**config.mk**
```make
export PLATFORM = sky130hd
export DESIGN_NAME = plti_front
export DESIGN_NICKNAME = d
export VERILOG_FILES = /design/src/rtl/plti_pkg.sv /design/src/rtl/plti_front.sv
export SDC_FILE = /design/constraint.sdc
export NUM_CORES = 1
export LEC_CHECK = 0
export ABC_AREA = 1
export BUFFER_PORTS_ARGS = -buffer_cell sky130_fd_sc_hd__buf_2
export CAP_MARGIN = 30
export CORE_MARGIN = 2
export CORE_UTILIZATION = 25
export CTS_CLUSTER_SIZE = 14
export DETAILED_ROUTE_END_ITERATION = 10
export PLACE_DENSITY = 0.45
export SKIP_CTS_REPAIR_TIMING = 1
export SLEW_MARGIN = 20
export SYNTH_ARGS = -nofsm -noshare
export SYNTH_HDL_FRONTEND = slang
export SYNTH_SLANG_ARGS = --single-unit
```
**constraint.sdc**
```tcl
create_clock -name clock -period 6.7 [get_ports clock]
set_input_delay 1.005 -clock clock [delete_from_list [all_inputs] [get_ports clock]]
set_output_delay 1.005 -clock clock [all_outputs]
set_load 0.005 [all_outputs]
```
**src/rtl/plti_pkg.sv**
```systemverilog
// ----------------------------------------------------------------------------
// plti_pkg
// Shared types and constants of the piecewise linear table interpolator.
// ----------------------------------------------------------------------------
package plti_pkg;

   localparam int TABLE_DEPTH = 64;
   localparam int IDX_W       = $clog2(TABLE_DEPTH);
   localparam int CNT_W       = IDX_W + 1;
   localparam int KEY_W       = 17;
   localparam int VAL_W       = 32;
   localparam int DIFF_W      = VAL_W + 1;
   localparam int PROD_W      = DIFF_W + KEY_W;
   localparam int STEP_W      = $clog2(PROD_W + 1);
   localparam int REQ_DATA_W  = 88;
   localparam int RSP_DATA_W  = 72;

   typedef enum logic [1:0] {
      OP_CLEAR  = 2'd0,
      OP_APPEND = 2'd1,
      OP_QUERY  = 2'd2,
      OP_NOP    = 2'd3
   } op_type;

   typedef enum logic [1:0] {
      ST_OK    = 2'd0,
      ST_EMPTY = 2'd1,
      ST_ORDER = 2'd2,
      ST_FULL  = 2'd3
   } status_type;

   typedef struct packed {
      op_type                   op;
      logic        [KEY_W-1:0]  key;
      logic signed [VAL_W-1:0]  first_value;
      logic signed [VAL_W-1:0]  second_value;
   } item_type;

endpackage

```
**src/rtl/plti_front.sv**
```systemverilog
// ----------------------------------------------------------------------------
// plti_front
// Request intake: unpacks and decodes requests into a two-entry queue.
// ----------------------------------------------------------------------------
module plti_front (
   input  logic                               clock,
   input  logic                               reset,
   input  logic                               req_tvalid,
   output logic                               req_tready,
   input  logic [plti_pkg::REQ_DATA_W-1:0]    req_tdata,
   output logic                               q_valid,
   output plti_pkg::item_type                 q_item,
   input  logic                               q_pop
);
   import plti_pkg::*;

   item_type   fifo_ff [2];
   logic       wr_ptr_ff, wr_ptr_in;
   logic       rd_ptr_ff, rd_ptr_in;
   logic [1:0] fill_ff, fill_in;
   logic       push;
   logic       pop;
   item_type   item_dec;

   always_comb begin
      item_dec.op           = op_type'(req_tdata[1:0]);
      item_dec.key          = req_tdata[18:2];
      item_dec.first_value  = req_tdata[50:19];
      item_dec.second_value = req_tdata[82:51];
   end

   assign req_tready = (fill_ff != 2'd2);
   assign push       = req_tvalid && req_tready;
   assign q_valid    = (fill_ff != 2'd0);
   assign pop        = q_pop && q_valid;
   assign q_item     = fifo_ff[rd_ptr_ff];

   always_comb begin
      wr_ptr_in = push ? ~wr_ptr_ff : wr_ptr_ff;
      rd_ptr_in = pop ? ~rd_ptr_ff : rd_ptr_ff;
      fill_in   = fill_ff + {1'b0, push} - {1'b0, pop};
   end

   always_ff @(posedge clock) begin
      if (reset) begin
         wr_ptr_ff <= 1'b0;
         rd_ptr_ff <= 1'b0;
         fill_ff   <= 2'd0;
      end else begin
         wr_ptr_ff <= wr_ptr_in;
         rd_ptr_ff <= rd_ptr_in;
         fill_ff   <= fill_in;
      end
   end

   always_ff @(posedge clock) begin
      if (push) begin
         fifo_ff[wr_ptr_ff] <= item_dec;
      end
   end

   a_fill_range: assert property (@(posedge clock) disable iff (reset)
      fill_ff != 2'd3) else $error("queue fill out of range");
   a_ptr_track: assert property (@(posedge clock) disable iff (reset)
      (fill_ff == 2'd0 || fill_ff == 2'd2) |-> wr_ptr_ff == rd_ptr_ff)
      else $error("queue pointers disagree with fill");
   a_pop_empty: assert property (@(posedge clock) disable iff (reset)
      (fill_ff == 2'd1 && pop && !push) |=> !q_valid)
      else $error("queue not empty after last pop");

endmodule

```
==> report_table.html, run 1 <==
<table>
<tr><th>Metric</th><th>Value</th></tr>
<tr><th colspan="2">Run status</th></tr>
<tr><td>Run status</td><td>completed</td></tr>
<tr><th colspan="2">Clock network</th></tr>
<tr><td>Insertion delay to the later sink of the worst-skew pair</td><td>420 ps</td></tr>
<tr><td>Clock Tree Root</td><td>sky130_fd_sc_hd__clkbuf_16</td></tr>
<tr><td>CTS buffer count</td><td>17</td></tr>
<tr><td>CTS tree</td><td>yes</td></tr>
<tr><td>Maximum level of the CTS H-tree</td><td>4</td></tr>
<tr><td>Largest buffer count on any clock path</td><td>2</td></tr>
<tr><td>Clock-pin slew on the worst setup and hold paths</td><td>60 ps</td></tr>
<tr><td>Total number of clock tree sinks</td><td>171</td></tr>
<tr><th colspan="2">Placement</th></tr>
<tr><td>Weighted congestion at the end of routability-driven global placement</td><td>0.668</td></tr>
<tr><td>Half-perimeter wire length of the detailed placement result</td><td>8.13 mm</td></tr>
<tr><td>Count of input and output buffers</td><td>171</td></tr>
<tr><th colspan="2">Detailed routing</th></tr>
<tr><td>Routed wl met2</td><td>6.34 mm</td></tr>
<tr><td>Iter 0 DRT Violations</td><td>125</td></tr>
<tr><td>Post-route met1 wirelength</td><td>5.24 mm</td></tr>
<tr><td>Vias after detailed routing</td><td>3247</td></tr>
<tr><td>First-pass iteration count of the detailed router</td><td>4</td></tr>
<tr><td>Routed vias/inst</td><td>3.94</td></tr>
<tr><td>Total length of routed met3 wires</td><td>821 um</td></tr>
<tr><td>Per-cell routed wire length</td><td>15.3 um</td></tr>
<tr><td>Detailed-route wire length</td><td>12.6 mm</td></tr>
<tr><td>Post-detailed-route DRC marker count</td><td>0</td></tr>
<tr><td>Uppermost signal routing layer after detailed routing</td><td>met5</td></tr>
<tr><td>Number of nets still failing antenna checks after routing</td><td>0</td></tr>
<tr><th colspan="2">Power</th></tr>
<tr><td>Clock network fraction of design power</td><td>0.316</td></tr>
<tr><td>Switching Fraction</td><td>0.257</td></tr>
<tr><td>Leakage power summed over all cells</td><td>3.19 nW</td></tr>
<tr><td>Combinational power share</td><td>0.214</td></tr>
<tr><td>Int Pwr</td><td>2.27 mW</td></tr>
<tr><td>Sequential group share of total power</td><td>0.470</td></tr>
<tr><td>Worst supply voltage drop on vdd</td><td>0.153 mV</td></tr>
<tr><td>NetSw</td><td>0.786 mW</td></tr>
<tr><td>Cell area power density</td><td>368 nW/um^2</td></tr>
<tr><th colspan="2">Synthesis</th></tr>
<tr><td>Largest cells by area after synthesis</td><td>sky130_fd_sc_hd__edfxtp_1, sky130_fd_sc_hd__mux2_4, sky130_fd_sc_hd__mux2_2</td></tr>
<tr><td>Area of the mapped netlist</td><td>6580 sq um</td></tr>
<tr><td>Library cell with the highest instance count after synthesis</td><td>sky130_fd_sc_hd__edfxtp_1</td></tr>
<tr><td>Synthesized area divided by synthesized cell count</td><td>22.3 sq um</td></tr>
<tr><td>Post-synth EDFFs</td><td>166</td></tr>
<tr><td>Primary flip-flop cell chosen by synthesis mapping</td><td>sky130_fd_sc_hd__edfxtp_1</td></tr>
<tr><td>Syn_nets</td><td>389</td></tr>
<tr><td>Number of warnings printed during yosys synthesis</td><td>0</td></tr>
<tr><td>Gate Count Post-Synth</td><td>295</td></tr>
<tr><td>Fraction of synthesized cell area taken by the top area cell type</td><td>0.757</td></tr>
<tr><td>Post-synth top area cell</td><td>sky130_fd_sc_hd__edfxtp_1</td></tr>
<tr><td>Sequential element share of the synthesized area</td><td>0.772</td></tr>
<tr><td>Synthesized flop and latch total</td><td>171</td></tr>
<tr><td>Top cells by count, synth</td><td>sky130_fd_sc_hd__edfxtp_1, sky130_fd_sc_hd__mux2_4, sky130_fd_sc_hd__mux2_2, sky130_fd_sc_hd__nor2_1</td></tr>
<tr><td>Async set or reset register ratio after synthesis</td><td>0</td></tr>
<tr><td>Unique cell type count in the Yosys netlist</td><td>13</td></tr>
<tr><th colspan="2">Setup path</th></tr>
<tr><td>Required time of the critical path</td><td>5690 ps</td></tr>
<tr><td>Family with the most delay on the worst path</td><td>flip-flops</td></tr>
<tr><td>Worst path arrival time</td><td>2620 ps</td></tr>
<tr><td>Buffers and inverters on the worst path</td><td>2</td></tr>
<tr><td>Max stage delay on crit path</td><td>920 ps</td></tr>
<tr><td>Critical Path Sink Type</td><td>primary output</td></tr>
<tr><td>Cells along the critical path</td><td>buf_4, mux2_2, buf_2</td></tr>
<tr><td>Worst-path maximum fanout</td><td>48</td></tr>
<tr><td>Class of the most critical setup path</td><td>reg2out</td></tr>
<tr><td>Critical path launch point type</td><td>flip-flop</td></tr>
<tr><td>CP max-delay cell</td><td>sky130_fd_sc_hd__dfxtp_4</td></tr>
<tr><th colspan="2">STA</th></tr>
<tr><td>Time the final worst path needs with I/O delays and setup</td><td>3630 ps</td></tr>
<tr><td>Max Clock Skew</td><td>7.03 ps</td></tr>
<tr><td>Tightest slew margin relative to the limit</td><td>0.378</td></tr>
<tr><td>RSZ-0062 raised after global routing</td><td>false</td></tr>
<tr><td>Final setup fails</td><td>0</td></tr>
<tr><td>Achievable Freq</td><td>276 MHz</td></tr>
<tr><td>Setup TNS</td><td>0 ps</td></tr>
<tr><td>Final Cycle Share</td><td>0.541</td></tr>
<tr><td>Slew at the pin closest to its max-slew limit</td><td>933 ps</td></tr>
<tr><td>Number of hold-slack violations in the final timing report</td><td>0</td></tr>
<tr><td>Count of final max-slew check failures</td><td>0</td></tr>
<tr><th colspan="2">GRT</th></tr>
<tr><td>First-pass GRT wire length</td><td>19.5 mm</td></tr>
<tr><td>Maximum number of pins on one net before global-route repair</td><td>64</td></tr>
<tr><td>Overflow left after global routing</td><td>0</td></tr>
<tr><td>Vias in the first global route</td><td>3581</td></tr>
<tr><td>Number of antenna violations at the first check in global routing</td><td>2</td></tr>
<tr><td>Total global-route track usage</td><td>0.0927</td></tr>
<tr><th colspan="2">Floorplanning</th></tr>
<tr><td>Die outline height</td><td>166 um</td></tr>
<tr><td>Horiz. Die Dim</td><td>166 um</td></tr>
<tr><td>Area inside the core boundary</td><td>26000 sq um</td></tr>
<tr><td>Initial core utilization</td><td>0.253</td></tr>
<tr><td>FP Rows</td><td>59</td></tr>
<tr><td>Die footprint</td><td>27600 sq um</td></tr>
<tr><td>Io pins</td><td>177</td></tr>
<tr><th colspan="2">Final layout</th></tr>
<tr><td>Fraction of the core area covered by cells at the end of the flow</td><td>0.320</td></tr>
<tr><td>Layout Area Growth over Synthesis</td><td>26.2%</td></tr>
<tr><td>Count of nets after finishing</td><td>573</td></tr>
<tr><td>Share of final-layout standard cells stronger than drive strength 1</td><td>0.590</td></tr>
<tr><td>N_diodes</td><td>0</td></tr>
<tr><th colspan="2">Run</th></tr>
<tr><td>Max-cap violations</td><td>0</td></tr>
<tr><th colspan="2">Min path</th></tr>
<tr><td>Class of the worst hold path</td><td>reg2reg</td></tr>
</table>
==> final timing paths <==
path	start	end	slack [ps]	depth (start not counted)
worst max register to register	fill_ff[0]	fifo_ff[0][19]	4210	5
worst min-delay path	rd_ptr_ff	rd_ptr_ff	500	2
worst min register to register	rd_ptr_ff	rd_ptr_ff	500	2
worst max-delay path	flip-flop	q_item[6]	3070	3
==> cell type report <==
cell class,instances,area (sq um)
Fill cell,2580,17700
Sequential cell,171,5090
Multi-Input combinational cell,107,1320
Timing Repair Buffer,174,878
Clock buffer,18,429
Tap cell,335,419
Clock inverter,12,141
Inverter,8,32.5
==> power groups by stage <==
stage               sequential [mW]  combinational [mW]  clock (mW)
global route                   1.46               0.719        1.05
finish                         1.44               0.653       0.967
detailed placement             1.47               0.674           0
global placement               1.46               0.668           0
floorplan                      1.42               0.492           0
CTS                            1.44               0.676        1.01
==> tightest hold or removal path: stages, from the launching register on <==
cell and delay [ps]:
sky130_fd_sc_hd__dfxtp_1 330, sky130_fd_sc_hd__nor2_1 60, sky130_fd_sc_hd__nor2_1 90
==> sequential cells by signal, summed over array words and instances (netlist names), named ones only <==
register / flops
fifo_ff: 166
fill_ff: 2
rd_ptr_ff: 1
wr_ptr_ff: 1
==> metal layers <==
| metal | vias to the layer above | GRT usage |
|---|---|---|
| li1 | 1510 | - |
| met1 | 1612 | 0.104 |
| met2 | 104 | 0.161 |
| met3 | 17 | 0.0341 |
| met4 | 4 | 0.0360 |
| met5 | - | 0 |
==> cells by family (layout without fill, tap and decap cells) <==
family                   Yosys count  count (layout)  share of synthesized area
AO/OA/AOI/OAI                      2               2                    0.00152
buffers and inverters             17             212                     0.0283
adder cells (fa/ha/maj)            2               2                    0.00380
flip-flops                       171             171                      0.772
AND/OR/NAND/NOR                   20              20                     0.0120
multiplexers                      83              83                      0.182
==> per-stage QoR <==
| stage | instance area (sq um) | hold slack [ps] | worst slack (ps) | total power, mW | instances |
|---|---|---|---|---|---|
| final | 8310 | 502 | 3070 | 3.06 | 825 |
| after global routing | 8310 | 542 | 2870 | 3.22 | 825 |
| after CTS | 8310 | 513 | 2950 | 3.13 | 825 |
| after detailed placement | 7740 | 497 | 3420 | 2.14 | 795 |
| after global placement | 7740 | 491 | 3450 | 2.12 | 795 |
| after floorplan | 6580 | 467 | 1640 | 1.91 | 295 |
==> cells in the final DEF, fill, tap and decap left out <==
cell / instances
sky130_fd_sc_hd__inv_1: 7
sky130_fd_sc_hd__nand2_1: 8
sky130_fd_sc_hd__clkbuf_16: 17
sky130_fd_sc_hd__bufinv_16: 2
sky130_fd_sc_hd__mux2_2: 13
sky130_fd_sc_hd__mux2_4: 70
sky130_fd_sc_hd__buf_4: 3
sky130_fd_sc_hd__ha_1: 2
sky130_fd_sc_hd__a21oi_1: 2
sky130_fd_sc_hd__inv_4: 1
sky130_fd_sc_hd__nand3_1: 3
sky130_fd_sc_hd__dfxtp_1: 4
sky130_fd_sc_hd__inv_6: 4
sky130_fd_sc_hd__dfxtp_4: 1
sky130_fd_sc_hd__nor2_4: 1
sky130_fd_sc_hd__clkbuf_1: 1
sky130_fd_sc_hd__clkinvlp_4: 5
sky130_fd_sc_hd__edfxtp_1: 166
sky130_fd_sc_hd__nor2_1: 8
sky130_fd_sc_hd__buf_2: 171
sky130_fd_sc_hd__clkinv_4: 1
Power figures use the tool's default switching activity.
==> inputs of run 2 (changes only) <==
==> constraint.sdc (replaced) <==
create_clock -name clock -period 3.7 [get_ports clock]
set_input_delay 0.555 -clock clock [delete_from_list [all_inputs] [get_ports clock]]
set_output_delay 0.555 -clock clock [all_outputs]
set_load 0.005 [all_outputs]
==> run 2 against run 1 <==
Sequential share of layout area shrank 0.56 points. First-iteration DRC count grew 3.2%. Power grew 84%. Core utilization grew 0.29 points. Global-route usage grew 0.12 points.
==> report_table.html, run 2 (synthesized netlist as in run 1, its figures left out) <==
<table>
<tr><th>Metric</th><th>Value</th></tr>
<tr><th colspan="2">STA</th></tr>
<tr><td>Time the final worst path needs with I/O delays and setup</td><td>2660 ps</td></tr>
<tr><td>Setup TNS</td><td>0 ps (unchanged)</td></tr>
<tr><td>RSZ-0062 raised after global routing</td><td>false</td></tr>
<tr><td>Achievable Freq</td><td>376 MHz</td></tr>
<tr><td>Number of hold-slack violations in the final timing report</td><td>0 (unchanged)</td></tr>
<tr><td>Tightest slew margin relative to the limit</td><td>0.579 (+0.201)</td></tr>
<tr><td>Max Clock Skew</td><td>6.05 ps (-0.981 ps)</td></tr>
<tr><td>Final Cycle Share</td><td>0.718</td></tr>
<tr><td>Count of final max-slew check failures</td><td>0 (unchanged)</td></tr>
<tr><td>Slew at the pin closest to its max-slew limit</td><td>631 ps (-301 ps)</td></tr>
<tr><td>Final setup fails</td><td>0 (unchanged)</td></tr>
<tr><th colspan="2">Floorplanning</th></tr>
<tr><td>Die footprint</td><td>27600 sq um (unchanged)</td></tr>
<tr><td>Area inside the core boundary</td><td>26000 sq um (unchanged)</td></tr>
<tr><td>Horiz. Die Dim</td><td>166 um (unchanged)</td></tr>
<tr><td>FP Rows</td><td>59 (unchanged)</td></tr>
<tr><td>Io pins</td><td>177 (unchanged)</td></tr>
<tr><td>Die outline height</td><td>166 um (unchanged)</td></tr>
<tr><td>Initial core utilization</td><td>0.253 (unchanged)</td></tr>
<tr><th colspan="2">Min path</th></tr>
<tr><td>Class of the worst hold path</td><td>in2reg</td></tr>
<tr><td>Instance count along the most critical hold path</td><td>2 (unchanged)</td></tr>
<tr><td>Startpoint of the lowest-slack hold path</td><td>reset</td></tr>
<tr><td>Worst hold endpoint</td><td>fill_ff[0]</td></tr>
<tr><th colspan="2">Clock network</th></tr>
<tr><td>CTS buffer count</td><td>17 (unchanged)</td></tr>
<tr><td>Maximum level of the CTS H-tree</td><td>4 (unchanged)</td></tr>
<tr><td>Total number of clock tree sinks</td><td>171 (unchanged)</td></tr>
<tr><td>Clock-pin slew on the worst setup and hold paths</td><td>70 ps (about the same)</td></tr>
<tr><td>Clock Tree Root</td><td>sky130_fd_sc_hd__clkbuf_16</td></tr>
<tr><td>Insertion delay to the later sink of the worst-skew pair</td><td>410 ps (about the same)</td></tr>
<tr><td>Largest buffer count on any clock path</td><td>2 (unchanged)</td></tr>
<tr><td>CTS tree</td><td>yes</td></tr>
<tr><th colspan="2">Final layout</th></tr>
<tr><td>Area used by multi-input combinational logic</td><td>1320 sq um (unchanged)</td></tr>
<tr><td>Combined flip-flop and latch cell area</td><td>5090 sq um (unchanged)</td></tr>
<tr><td>Layout Area Growth over Synthesis</td><td>27.4%</td></tr>
<tr><td>Leading registers by flop count</td><td>fifo_ff: 166 flops, fill_ff: 2 flops</td></tr>
<tr><td>Highest-count cells in the layout ignoring fill and taps</td><td>sky130_fd_sc_hd__buf_2, sky130_fd_sc_hd__edfxtp_1, sky130_fd_sc_hd__mux2_4</td></tr>
<tr><td>Most frequent standard cell in the layout excluding fill and tap cells</td><td>sky130_fd_sc_hd__buf_2</td></tr>
<tr><td>Count of nets after finishing</td><td>575 (+0.35%)</td></tr>
<tr><td>Number of fill cells in the layout</td><td>2571 (-0.35%)</td></tr>
<tr><td>N_diodes</td><td>0 (unchanged)</td></tr>
<tr><td>Largest register FFs</td><td>166 (unchanged)</td></tr>
<tr><td>Largest register by flop count</td><td>fifo_ff</td></tr>
<tr><td>Share of final-layout standard cells stronger than drive strength 1</td><td>0.591 (+0.00167)</td></tr>
<tr><th colspan="2">Placement</th></tr>
<tr><td>Weighted congestion at the end of routability-driven global placement</td><td>0.631 (-5.5%)</td></tr>
<tr><td>Count of input and output buffers</td><td>171 (unchanged)</td></tr>
<tr><td>Half-perimeter wire length of the detailed placement result</td><td>8.50 mm (+4.6%)</td></tr>
<tr><th colspan="2">Power</th></tr>
<tr><td>Leakage power summed over all cells</td><td>3.22 nW (+1.0%)</td></tr>
<tr><td>Overall Power</td><td>5.63 mW (+84%)</td></tr>
<tr><td>Cell area power density</td><td>672 nW/um^2 (+83%)</td></tr>
<tr><td>Worst supply voltage drop on vdd</td><td>0.284 mV (+86%)</td></tr>
<tr><th colspan="2">Setup path</th></tr>
<tr><td>Max stage delay on crit path</td><td>680 ps (-240 ps)</td></tr>
<tr><td>Required time of the critical path</td><td>3140 ps (-2550 ps)</td></tr>
<tr><td>Cells along the critical path</td><td>buf_4, mux2_2, buf_2</td></tr>
<tr><td>Buffers and inverters on the worst path</td><td>2 (unchanged)</td></tr>
<tr><td>Number of cells on the worst reg-to-reg path</td><td>5 (unchanged)</td></tr>
<tr><td>Startpoint of the lowest-slack register-to-register path</td><td>fill_ff[0]</td></tr>
<tr><td>Worst-path maximum fanout</td><td>25 (-48%)</td></tr>
<tr><td>Class of the most critical setup path</td><td>reg2out</td></tr>
<tr><td>Crit Reg-Reg Endpoint</td><td>fifo_ff[0][40]</td></tr>
<tr><td>CP max-delay cell</td><td>sky130_fd_sc_hd__dfxtp_4</td></tr>
<tr><td>Family with the most delay on the worst path</td><td>flip-flops</td></tr>
<tr><td>Critical path launch point type</td><td>flip-flop</td></tr>
<tr><td>Critical Path Sink Type</td><td>primary output</td></tr>
<tr><td>Worst path arrival time</td><td>2100 ps (-520 ps)</td></tr>
<tr><td>R2R setup slack</td><td>1770 ps (-2440 ps)</td></tr>
<tr><th colspan="2">Run status</th></tr>
<tr><td>Run status</td><td>completed</td></tr>
<tr><th colspan="2">Detailed routing</th></tr>
<tr><td>Number of nets still failing antenna checks after routing</td><td>0 (unchanged)</td></tr>
<tr><td>Vias after detailed routing</td><td>3220 (-0.83%)</td></tr>
<tr><td>Routed vias/inst</td><td>3.89 (-1.1%)</td></tr>
<tr><td>Per-cell routed wire length</td><td>15.5 um (+1.3%)</td></tr>
<tr><td>First-pass iteration count of the detailed router</td><td>4 (unchanged)</td></tr>
<tr><td>Iter 0 DRT Violations</td><td>129 (+3.2%)</td></tr>
<tr><td>Post-detailed-route DRC marker count</td><td>0 (unchanged)</td></tr>
<tr><td>Detailed-route wire length</td><td>12.8 mm (+1.5%)</td></tr>
<tr><th colspan="2">GRT</th></tr>
<tr><td>Maximum number of pins on one net before global-route repair</td><td>44 (-31%)</td></tr>
<tr><td>Vias in the first global route</td><td>3636 (+1.5%)</td></tr>
<tr><td>First-pass GRT wire length</td><td>19.9 mm (+2.5%)</td></tr>
<tr><td>Total global-route track usage</td><td>0.0939 (+0.00118)</td></tr>
<tr><td>Overflow left after global routing</td><td>0 (unchanged)</td></tr>
<tr><td>Number of antenna violations at the first check in global routing</td><td>1 (-1)</td></tr>
<tr><th colspan="2">Run</th></tr>
<tr><td>Max-cap violations</td><td>0 (unchanged)</td></tr>
</table>
[run 2: cell types whose count changed in the layout (fill, tap and decap cells not counted), sizes merged]
cell / change
buf: +2
bufinv: +1
clkinv: -1
[run 2: layout make-up]
type,instances,share of cell area
Multi-Input combinational cell,107,0.157
Clock inverter,12,0.0197
Timing Repair Buffer,176,0.111
Sequential cell,171,0.607
Clock buffer,18,0.0512
Tap cell,335,0.0500
Inverter,8,0.00388
[run 2: metrics by stage]
step / instances / hold slack, ps / setup slack [ps] / util / cell area, sq um
floorplan: 295 / 467 / 485 / - / 6590
global placement: 797 / 486 / 1440 / 0.300 / 7790
detailed placement: 797 / 525 / 1420 / 0.300 / 7790
CTS: 827 / 277 / 947 / 0.323 / 8380
global route: 827 / 278 / 897 / 0.323 / 8380
finish: 827 / 304 / 1040 / 0.323 / 8380
[run 2: worst max-delay path by stage]
stage / start / endpoint / slack [ps] / depth (start not counted)
floorplan: req_tvalid / fifo_ff[0][0] / 490 / 2
global placement: flip-flop / q_item[11] / 1440 / 3
detailed placement: flip-flop / q_item[11] / 1420 / 3
CTS: flip-flop / q_item[11] / 950 / 3
global route: flip-flop / q_item[10] / 900 / 3
finish: flip-flop / q_item[10] / 1040 / 3
[run 2: power breakdown]
part | internal (mW) | total (mW) | switching (mW)
clock | 1.07 | 1.82 | 0.758
combinational | 0.681 | 1.24 | 0.563
sequential | 2.45 | 2.56 | 0.114
[run 2: per-layer routing]
metal,share of wire,wire length [um],GRT usage
met1,0.42,5400,0.106
met2,0.51,6520,0.163
met3,0.059,761,0.0372
met4,0.0098,125,0.0304
met5,0.0010,13,0
==> inputs of run 3 (changes only) <==
==> constraint.sdc (replaced) <==
create_clock -name clock -period 2.79 [get_ports clock]
set_input_delay 0.4185 -clock clock [delete_from_list [all_inputs] [get_ports clock]]
set_output_delay 0.4185 -clock clock [all_outputs]
set_load 0.005 [all_outputs]
==> run 3 against run 2 <==
Non-clock buffer count is 3 higher. Core utilization unchanged. Final area is the same. Via count rose by 1.1%. Critical path depth unchanged. Global-route usage grew 0.17 points. Hold slack worse by 140 ps. Final cell count rose by 0.48%. Sequential power rose by 33%. Clock skew grew 4.9 ps. Setup slack worse by 600 ps. Sequential share of layout area did not move. Largest power group unchanged.
==> report_table.html, run 3 (synthesized netlist as in run 1, its figures left out) <==
<table>
<tr><th>Metric</th><th>Value</th></tr>
<tr><th colspan="2">Detailed routing</th></tr>
<tr><td>Iter 0 DRT Violations</td><td>144 (+12%)</td></tr>
<tr><td>Number of nets still failing antenna checks after routing</td><td>0 (unchanged)</td></tr>
<tr><td>Detailed-route wire length</td><td>12.8 mm (about the same)</td></tr>
<tr><td>Vias after detailed routing</td><td>3257 (+1.1%)</td></tr>
<tr><td>First-pass iteration count of the detailed router</td><td>5 (+1)</td></tr>
<tr><td>Routed vias/inst</td><td>3.92 (+0.66%)</td></tr>
<tr><td>Post-detailed-route DRC marker count</td><td>0 (unchanged)</td></tr>
<tr><td>Per-cell routed wire length</td><td>15.4 um (-0.56%)</td></tr>
<tr><th colspan="2">Placement</th></tr>
<tr><td>Weighted congestion at the end of routability-driven global placement</td><td>0.668 (+6.0%)</td></tr>
<tr><td>Count of input and output buffers</td><td>171 (unchanged)</td></tr>
<tr><td>Worst setup timing slack at the placement stage</td><td>823 ps (-593 ps)</td></tr>
<tr><td>Half-perimeter wire length of the detailed placement result</td><td>8.54 mm (+0.48%)</td></tr>
<tr><th colspan="2">GRT</th></tr>
<tr><td>First-pass GRT wire length</td><td>20.1 mm (+0.79%)</td></tr>
<tr><td>Number of antenna violations at the first check in global routing</td><td>2 (+1)</td></tr>
<tr><td>Maximum number of pins on one net before global-route repair</td><td>43 (-2.3%)</td></tr>
<tr><td>Total global-route track usage</td><td>0.0956 (+0.00174)</td></tr>
<tr><td>Vias in the first global route</td><td>3606 (-0.83%)</td></tr>
<tr><td>Overflow left after global routing</td><td>0 (unchanged)</td></tr>
<tr><th colspan="2">STA</th></tr>
<tr><td>Number of hold-slack violations in the final timing report</td><td>0 (unchanged)</td></tr>
<tr><td>Count of final max-slew check failures</td><td>0 (unchanged)</td></tr>
<tr><td>RSZ-0062 raised after global routing</td><td>false</td></tr>
<tr><td>Setup TNS</td><td>0 ps (unchanged)</td></tr>
<tr><td>Final setup fails</td><td>0 (unchanged)</td></tr>
<tr><td>Max Clock Skew</td><td>10.9 ps (+4.88 ps)</td></tr>
<tr><td>Slew at the pin closest to its max-slew limit</td><td>629 ps (-2.44 ps)</td></tr>
<tr><td>Tightest slew margin relative to the limit</td><td>0.581 (+0.00163)</td></tr>
<tr><td>Final critical-path setup slack</td><td>445 ps (-598 ps)</td></tr>
<tr><td>Time the final worst path needs with I/O delays and setup</td><td>2350 ps</td></tr>
<tr><td>Achievable Freq</td><td>426 MHz</td></tr>
<tr><td>Final Cycle Share</td><td>0.841</td></tr>
<tr><th colspan="2">Setup path</th></tr>
<tr><td>Worst-path maximum fanout</td><td>25 (unchanged)</td></tr>
<tr><td>Class of the most critical setup path</td><td>reg2out</td></tr>
<tr><td>Critical Path Sink Type</td><td>primary output</td></tr>
<tr><td>Required time of the critical path</td><td>2370 ps (-770 ps)</td></tr>
<tr><td>Worst path arrival time</td><td>1930 ps (-170 ps)</td></tr>
<tr><td>Critical path launch point type</td><td>flip-flop</td></tr>
<tr><th colspan="2">Final layout</th></tr>
<tr><td>Highest-count cells in the layout ignoring fill and taps</td><td>sky130_fd_sc_hd__buf_2, sky130_fd_sc_hd__edfxtp_1, sky130_fd_sc_hd__mux2_4</td></tr>
<tr><td>Largest register FFs</td><td>166 (unchanged)</td></tr>
<tr><td>Most frequent standard cell in the layout excluding fill and tap cells</td><td>sky130_fd_sc_hd__buf_2</td></tr>
<tr><td>Combined flip-flop and latch cell area</td><td>5090 sq um (unchanged)</td></tr>
<tr><td>Area used by multi-input combinational logic</td><td>1320 sq um (unchanged)</td></tr>
<tr><td>Count of nets after finishing</td><td>578 (+0.52%)</td></tr>
<tr><td>Leading registers by flop count</td><td>fifo_ff: 166 flops, fill_ff: 2 flops</td></tr>
<tr><td>Largest register by flop count</td><td>fifo_ff</td></tr>
<tr><td>Layout Area Growth over Synthesis</td><td>27.4% (unchanged)</td></tr>
<tr><td>Number of fill cells in the layout</td><td>2571 (unchanged)</td></tr>
<tr><td>Share of final-layout standard cells stronger than drive strength 1</td><td>0.594 (+0.00248)</td></tr>
<tr><th colspan="2">Floorplanning</th></tr>
<tr><td>Horiz. Die Dim</td><td>166 um (unchanged)</td></tr>
<tr><td>Die outline height</td><td>166 um (unchanged)</td></tr>
<tr><td>Die footprint</td><td>27600 sq um (unchanged)</td></tr>
<tr><td>Io pins</td><td>177 (unchanged)</td></tr>
<tr><td>Initial core utilization</td><td>0.253 (unchanged)</td></tr>
<tr><td>Area inside the core boundary</td><td>26000 sq um (unchanged)</td></tr>
<tr><td>FP Rows</td><td>59 (unchanged)</td></tr>
<tr><th colspan="2">Clock network</th></tr>
<tr><td>Insertion delay to the later sink of the worst-skew pair</td><td>420 ps (about the same)</td></tr>
<tr><td>Clock-pin slew on the worst setup and hold paths</td><td>70 ps (about the same)</td></tr>
<tr><td>Largest buffer count on any clock path</td><td>2 (unchanged)</td></tr>
<tr><td>Total number of clock tree sinks</td><td>171 (unchanged)</td></tr>
<tr><td>CTS buffer count</td><td>17 (unchanged)</td></tr>
<tr><td>Maximum level of the CTS H-tree</td><td>4 (unchanged)</td></tr>
<tr><td>CTS tree</td><td>yes</td></tr>
<tr><td>Clock Tree Root</td><td>sky130_fd_sc_hd__clkbuf_16</td></tr>
<tr><th colspan="2">Power</th></tr>
<tr><td>Worst supply voltage drop on vdd</td><td>0.379 mV (+33%)</td></tr>
<tr><td>Leakage power summed over all cells</td><td>3.22 nW (about the same)</td></tr>
<tr><td>Cell area power density</td><td>880 nW/um^2 (+31%)</td></tr>
<tr><th colspan="2">Min path</th></tr>
<tr><td>Class of the worst hold path</td><td>in2reg</td></tr>
<tr><th colspan="2">Run</th></tr>
<tr><td>Max-cap violations</td><td>0 (unchanged)</td></tr>
<tr><th colspan="2">Run status</th></tr>
<tr><td>Run status</td><td>completed</td></tr>
</table>
==> run 3: cell count changes in the layout (fill, tap and decap cells not counted) <==
| cell | previous run | this run |
|---|---|---|
| sky130_fd_sc_hd__buf_4 | 2 | 5 |
| sky130_fd_sc_hd__bufinv_16 | 3 | 2 |
| sky130_fd_sc_hd__clkinvlp_4 | 5 | 6 |
| sky130_fd_sc_hd__diode_2 | 0 | 1 |
| sky130_fd_sc_hd__inv_6 | 3 | 4 |
| sky130_fd_sc_hd__inv_8 | 1 | 0 |
==> run 3: worst max-delay path, stage by stage, from the launching register on <==
cell and delay [ps]:
sky130_fd_sc_hd__dfxtp_4 680, sky130_fd_sc_hd__buf_4 370, sky130_fd_sc_hd__mux2_4 330, sky130_fd_sc_hd__buf_2 130
==> run 3: power by group <==
group	internal [mW]	leakage, nW	switching (mW)
registers	3.25	1.59	0.151
logic	0.914	1.37	0.755
clock network	1.32	0.258	0.986
total	5.49	3.22	1.89
==> run 3: path summary, 6_finish.rpt <==
| path | from | end | slack, ps | cells after the start |
|---|---|---|---|---|
| worst max-delay path | flip-flop | q_item[46] | 440 | 3 |
| worst min-delay path | reset | fill_ff[0] | 170 | 2 |
| worst max register to register | fill_ff[0] | fifo_ff[1][50] | 960 | 5 |
| worst min register to register | rd_ptr_ff | flip-flop | 530 | 2 |
==> run 3: layout make-up <==
type | instances | share of cell area
sequential | 171 | 0.607
multi-input combinational | 107 | 0.157
timing repair buffer | 179 | 0.114
clock buffer | 18 | 0.0512
tap | 335 | 0.0500
clock inverter | 12 | 0.0167
inverter | 8 | 0.00388
antenna | 1 | 0.000298
==> run 3: per-layer routing <==
layer | routed length, um | track usage
met1 | 5310 | 0.109
met4 | 118 | 0.0304
met3 | 858 | 0.0410
met2 | 6510 | 0.162
met5 | 13 | 0
==> run 3: metrics by stage <==
stage                     cells  utilization  area, sq um  power, mW  hold WS [ps]
final                       831        0.323         8380       7.38           166
after global routing        830        0.323         8380       7.80           147
after CTS                   830        0.323         8380       7.54           140
after detailed placement    800        0.301         7810       5.19           509
after global placement      800        0.301         7810       5.15           488
after floorplan             295            -         6590       4.57           467
